===== src/sv/srrc_pkg.sv =====
// ----------------------------------------------------------------------------
// srrc_pkg
// Shared constants and types for the swept rectangle collision pipeline.
// ----------------------------------------------------------------------------
package srrc_pkg;

    localparam int COORD_W  = 20;
    localparam int SIZE_W   = 18;
    localparam int DELTA_W  = 23;
    localparam int ORG_W    = 22;
    localparam int TFRAC    = 16;
    localparam int NUM_W    = DELTA_W + TFRAC;
    localparam int QBITS    = NUM_W;
    localparam int QUO_W    = QBITS + 1;
    localparam int DIV_LAT  = QBITS + 2;
    localparam int TIME_W   = 42;
    localparam int PT_W     = 24;
    localparam int CT_W     = 32;
    localparam int IN_W     = 192;
    localparam int OUT_W    = 136;

    localparam logic signed [TIME_W-1:0] TIME_INF = 42'sh100_0000_0000;

    typedef enum logic [2:0] {
        NRM_NONE    = 3'd0,
        NRM_PLUS_X  = 3'd1,
        NRM_MINUS_X = 3'd2,
        NRM_PLUS_Y  = 3'd3,
        NRM_MINUS_Y = 3'd4
    } t_normal;

    typedef struct packed {
        logic                      valid;
        logic                      still;
        logic                      miss_x;
        logic                      miss_y;
        logic                      dnx_neg;
        logic                      dfx_neg;
        logic                      dny_neg;
        logic                      dfy_neg;
        logic signed [COORD_W-1:0] vx;
        logic signed [COORD_W-1:0] vy;
        logic signed [ORG_W-1:0]   ox2;
        logic signed [ORG_W-1:0]   oy2;
    } t_side;

endpackage


===== src/sv/srrc_div.sv =====
// ----------------------------------------------------------------------------
// srrc_div
// Pipelined restoring divider, one quotient bit per stage, truncating toward
// zero: quotient = dividend * 2^16 / divisor.
// ----------------------------------------------------------------------------
module srrc_div (
    input  logic                                    i_clk,
    input  logic                                    i_ce,
    input  logic signed [srrc_pkg::DELTA_W-1:0]     i_dividend,
    input  logic signed [srrc_pkg::COORD_W-1:0]     i_divisor,
    output logic signed [srrc_pkg::QUO_W-1:0]       o_quotient
);

    logic [srrc_pkg::NUM_W-1:0]   r_num0;
    logic [srrc_pkg::COORD_W-1:0] r_den0;
    logic                         r_neg0;

    logic [srrc_pkg::COORD_W-1:0] r_rem [srrc_pkg::QBITS];
    logic [srrc_pkg::NUM_W-1:0]   r_num [srrc_pkg::QBITS];
    logic [srrc_pkg::QBITS-1:0]   r_quo [srrc_pkg::QBITS];
    logic [srrc_pkg::COORD_W-1:0] r_den [srrc_pkg::QBITS];
    logic                         r_neg [srrc_pkg::QBITS];
    logic signed [srrc_pkg::QUO_W-1:0] r_q;

    logic [srrc_pkg::DELTA_W-1:0] abs_d;
    logic [srrc_pkg::COORD_W-1:0] abs_v;

    assign abs_d = i_dividend[srrc_pkg::DELTA_W-1] ? srrc_pkg::DELTA_W'(-i_dividend)
                                                   : srrc_pkg::DELTA_W'(i_dividend);
    assign abs_v = i_divisor[srrc_pkg::COORD_W-1] ? srrc_pkg::COORD_W'(-i_divisor)
                                                  : srrc_pkg::COORD_W'(i_divisor);

    always_ff @(posedge i_clk) begin
        if (i_ce) begin
            r_num0 <= {abs_d, srrc_pkg::TFRAC'(0)};
            r_den0 <= abs_v;
            r_neg0 <= i_dividend[srrc_pkg::DELTA_W-1] ^ i_divisor[srrc_pkg::COORD_W-1];
        end
    end

    for (genvar k = 0; k < srrc_pkg::QBITS; k++) begin : g_stage
        logic [srrc_pkg::COORD_W-1:0] rem_in;
        logic [srrc_pkg::NUM_W-1:0]   num_in;
        logic [srrc_pkg::QBITS-1:0]   quo_in;
        logic [srrc_pkg::COORD_W-1:0] den_in;
        logic                         neg_in;
        logic [srrc_pkg::COORD_W:0]   trial;
        logic                         ge;

        if (k == 0) begin : g_first
            assign rem_in = '0;
            assign num_in = r_num0;
            assign quo_in = '0;
            assign den_in = r_den0;
            assign neg_in = r_neg0;
        end else begin : g_next
            assign rem_in = r_rem[k-1];
            assign num_in = r_num[k-1];
            assign quo_in = r_quo[k-1];
            assign den_in = r_den[k-1];
            assign neg_in = r_neg[k-1];
        end

        assign trial = {rem_in, num_in[srrc_pkg::NUM_W-1]};
        assign ge    = trial >= {1'b0, den_in};

        always_ff @(posedge i_clk) begin
            if (i_ce) begin
                r_rem[k] <= ge ? srrc_pkg::COORD_W'(trial - {1'b0, den_in})
                               : trial[srrc_pkg::COORD_W-1:0];
                r_num[k] <= {num_in[srrc_pkg::NUM_W-2:0], 1'b0};
                r_quo[k] <= {quo_in[srrc_pkg::QBITS-2:0], ge};
                r_den[k] <= den_in;
                r_neg[k] <= neg_in;
            end
        end
    end

    always_ff @(posedge i_clk) begin
        if (i_ce) begin
            r_q <= r_neg[srrc_pkg::QBITS-1]
                 ? srrc_pkg::QUO_W'(-$signed({1'b0, r_quo[srrc_pkg::QBITS-1]}))
                 : $signed({1'b0, r_quo[srrc_pkg::QBITS-1]});
        end
    end

    assign o_quotient = r_q;

endmodule


===== config.mk =====
export PLATFORM = sky130hd
export DESIGN_NAME = srrc_div
export DESIGN_NICKNAME = d
export VERILOG_FILES = /design/src/sv/srrc_pkg.sv /design/src/sv/srrc_div.sv
export SDC_FILE = /design/constraint.sdc
export NUM_CORES = 2
export LEC_CHECK = 0
export BUFFER_PORTS_ARGS = -buffer_cell sky130_fd_sc_hd__clkbuf_2
export CORE_ASPECT_RATIO = 0.6
export CORE_MARGIN = 3
export CORE_UTILIZATION = 58
export CTS_BUF_LIST = sky130_fd_sc_hd__clkbuf_16
export DETAILED_ROUTE_END_ITERATION = 10
export MAX_ROUTING_LAYER = met4
export PLACE_DENSITY_LB_ADDON = 0.25
export SYNTH_ARGS = -nofsm -noshare
export SYNTH_HDL_FRONTEND = slang
export SYNTH_MEMORY_MAX_BITS = 65536
export SYNTH_SLANG_ARGS = --single-unit

===== constraint.sdc =====
create_clock -name i_clk -period 3.3 [get_ports i_clk]
set_input_delay 0.99 -clock i_clk [delete_from_list [all_inputs] [get_ports i_clk]]
set_output_delay 0.99 -clock i_clk [all_outputs]
set_load 0.05 [all_outputs]

==> parameters.txt <==
Parameter                              Value

Run status
  Outcome ... complete, but fails checks
  Violated checks ... setup timing

Die
  Die span in y ... 371 um
  Area of the die ... 228000 um2
  Row Count ... 133
  Placeable core region ... 220000 um2
  Number of placed I/O pins ... 85
  Die Width ... 615 um
  Effective utilization at floorplan ... 58.6%

Detailed routing
  Remaining number of nets flagged by the antenna check after routing ... 0
  Via Count ... 79900
  Vias per std cell ... 5.78
  Final routed wire length divided by cell count ... 20.5 um
  Detailed Route Iter0 Violations ... 8106
  Drt pass-1 iters ... 6
  Drc violations ... 0
  Routed metal-1 wire length ... 139000 um
  Total Routed Length ... 283000 um
  Detailed route wirelength on metal3 ... 25100 um
  Max layer used ... met4
  Wire length on met2 ... 114000 um

Logic synthesis
  Synthesized area per cell ... 13.2 um2
  Leading area contributor after synthesis ... sky130_fd_sc_hd__edfxtp_1
  Post-synthesis sequential area ratio ... 62.3%
  Number of different library cells in the post-synthesis netlist ... 93
  Flip-flop and latch count after synthesis ... 2676
  Share of synthesized flip-flops with an asynchronous set or reset ... 0%
  Predominant post-synthesis flop cell ... sky130_fd_sc_hd__edfxtp_1
  Post-Synthesis Cell Area ... 129000 um2
  Post-synthesis cell count ... 9792
  Number of warnings reported in the yosys synthesis log ... 0
  Cells taking the most area after synthesis ... sky130_fd_sc_hd__edfxtp_1, sky130_fd_sc_hd__ha_1, sky130_fd_sc_hd__mux2_2, sky130_fd_sc_hd__inv_1, sky130_fd_sc_hd__xnor2_1
  Post-synth EDFFs ... 2676
  Net count after synthesis ... 10600
  Yosys top cell area share ... 62.3%

Placed design
  HPWL reported at the end of detailed placement ... 201000 um
  I/O Buffers ... 84
  Gpl congestion ... 0.969
  Area after DPL ... 138000 um2
  Dpl cells ... 13200

Worst setup path
  Kind of start point of the critical path ... register
  Maximum fanout encountered on the critical timing path ... 4
  Data arrival at the endpoint of the critical path ... 4.11 ns
  Slowest library cell on the worst path ... sky130_fd_sc_hd__edfxtp_1
  Most frequent cell on the critical path ... sky130_fd_sc_hd__a221o_1
  Slowest cell delay on critical path ... 0.45 ns
  Crit. End Element ... register
  Critical Path RT ... 3.88 ns
  Worst-path cell chain ... ha_4, and3_4, a221o_1, a21o_1, a221o_1, o2111ai_2, nand2_2, a31oi_4, buf_12, clkbuf_16, buf_8, mux2_4
  Path type of the worst setup path ... reg -> reg

Timing
  Final hold slack ... 0.338 ns
  Max-slew violations ... 0
  Total of endpoints with negative setup slack in the final report ... 70
  RSZ-0062 raised after global routing ... true
  Min Clock Period, post-route ... 3.53 ns
  Final hold violation count ... 0
  Worst setup skew after layout ... 0.0746 ns
  Worst path setup slack after routing ... -0.233 ns
  Headroom to the max-slew limit ... 28.4%
  Worst Max-Slew Pin Slew ... 1.06 ns
  Max Fclk ... 0.283 GHz
  Period Utilization, post-route ... 107%

Clock tree
  TritonCTS clock tree ... yes
  Depth of the CTS H-tree ... 4
  Clock latency on the worst-skew pair ... 0.90 ns
  Maximum count of clock buffers along a single path ... 4
  CTS Buf Count ... 240
  Clk pin slew, worst setup/hold paths ... 0.07 ns
  Clock tree sinks ... 2676
  Clock tree root driver cell ... sky130_fd_sc_hd__clkbuf_16

Finish
  Most frequent standard cell in the layout excluding fill and tap cells ... sky130_fd_sc_hd__edfxtp_1
  Final cell count without fillers ... 13800
  Layout overhead on the synthesized area ... 15.6%
  Area of all placed cells without fillers ... 149000 um2
  Layout net count ... 11500
  Fraction of layout cells with a size suffix above 1 ... 17.2%
  Leading cell types in the layout, fill and taps excluded ... sky130_fd_sc_hd__edfxtp_1, sky130_fd_sc_hd__inv_1, sky130_fd_sc_hd__ha_1

Run
  Maximum Capacitance Violations ... 0

Pwr
  Maximum vdd ir drop ... 0.000613 V
  Total power consumption of the routed design ... 141 mW
  LEAKAGE ... 59.6 nW
  Pwr per Cell Area ... 948 nW/um2

Hold path
  Worst Hold Class ... in -> reg

Global route
  Maximum number of pins on one net before global-route repair ... 109
  Remaining global-route overflow ... 0
  First-pass GRT wire length ... 433000 um
  GRT Total Usage ... 24.7%
  Number of global-route vias before repair ... 76200
  Antenna violations before repair ... 10
==> cell usage after synthesis (all sizes together) (21+ instances only) <==
master	count
a21o	327
nand2b	118
nand4	82
nor3	107
o21ai	447
fa	37
a21oi	655
mux2	415
mux2i	65
nor4	34
inv	999
a21boi	47
nor2	560
ha	764
a2111oi	21
o31ai	65
a31oi	69
nand3b	26
or4	22
buf	29
o31a	38
or2	24
xnor2	419
o21a	112
a211oi	72
clkbuf	133
and2	39
and3	71
edfxtp	2676
nor2b	143
nand2	425
o211ai	38
nand3	134
or3	52
o21bai	56
a211o	31
xor2	199
==> routing by layer <==
layer	global-route usage, %	vias to the layer above
met2	32.9	2692
met5	-	-
met3	5.42	338
met4	4.33	0
li1	-	38100
met1	38.9	38800
==> logic make-up after synthesis <==
family | after synthesis | synth area share, %
AO/OA/AOI/OAI | 2173 | 10.8
flip-flops | 2676 | 62.3
XOR/XNOR | 618 | 4.20
adder cells (fa/ha/maj) | 801 | 7.99
multiplexers | 480 | 4.13
buffers and inverters | 1161 | 3.40
AND/OR/NAND/NOR | 1883 | 7.17
==> flip-flops by register name (all words and copies together), names as in the netlist <==
signal	flops
r_quo	780
r_den	760
r_rem	760
r_num	253
o_quotient	40
r_neg	39
g_stage.num_in	23
g_stage.den_in	20
g_stage.neg_in	1
==> final timing paths <==
kind	startpoint	slack [ns]	cells past startpoint	to
hold / removal	i_divisor[0]	0.34	1	g_stage[0].den_in[0]$_DFFE_PP_
setup / recovery	r_rem[0][123]$_DFFE_PP_	-0.23	12	r_rem[0][158]$_DFFE_PP_
hold reg to reg	r_quo[0][196]$_DFFE_PP_	0.35	0	r_quo[0][236]$_DFFE_PP_
setup reg to reg	r_rem[0][123]$_DFFE_PP_	-0.23	12	r_rem[0][158]$_DFFE_PP_
==> worst max-delay path: cells and delay by family, from the launching register on <==
family | cells | cell delay (ns)
and+or+nand+nor | 2 | 0.24
AOI/OAI and AO/OA | 5 | 1.54
muxes | 1 | 0.30
adders and majority gates | 1 | 0.29
buffers and inverters | 3 | 0.41
DFF | 1 | 0.45
==> stage by stage <==
step | utilization, % | setup TNS (ns) | worst slack (ns)
floorplan | - | -0.349 | -0.0245
global placement | 62.5 | -35.74 | -0.849
detailed placement | 62.5 | -47.74 | -0.872
CTS | 66.6 | -2.55 | -0.115
global route | 67.7 | -12.16 | -0.275
finish | 67.7 | -5.87 | -0.233
==> what timing repair did <==
action,CTS,global route
hold buffers,0,0
setup buffers,36,82
endpoints found under the setup margin,339,606
pin swaps,37,97
endpoints found under the hold margin,0,0
gates cloned,9,14
gates resized for setup,128,359
==> final cells by class <==
| class | instances | area, um2 |
|---|---|---|
| clock buffer | 242 | 6060 |
| fill | 15400 | 71000 |
| inverter | 999 | 3750 |
| antenna | 3 | 7.51 |
| timing repair buffer | 779 | 6930 |
| sequential | 2676 | 80400 |
| tap | 2970 | 3720 |
| clock inverter | 199 | 1990 |
| multi-input combinational | 5957 | 46200 |
==> power by group <==
part | internal [mW] | switching [mW] | total, mW
Sequential | 47.3 | 4.22 | 51.5
Clock | 16.3 | 12.5 | 28.8
Combinational | 29.5 | 31.6 | 61.0
Note: power is estimated with default switching activity, not from simulation.
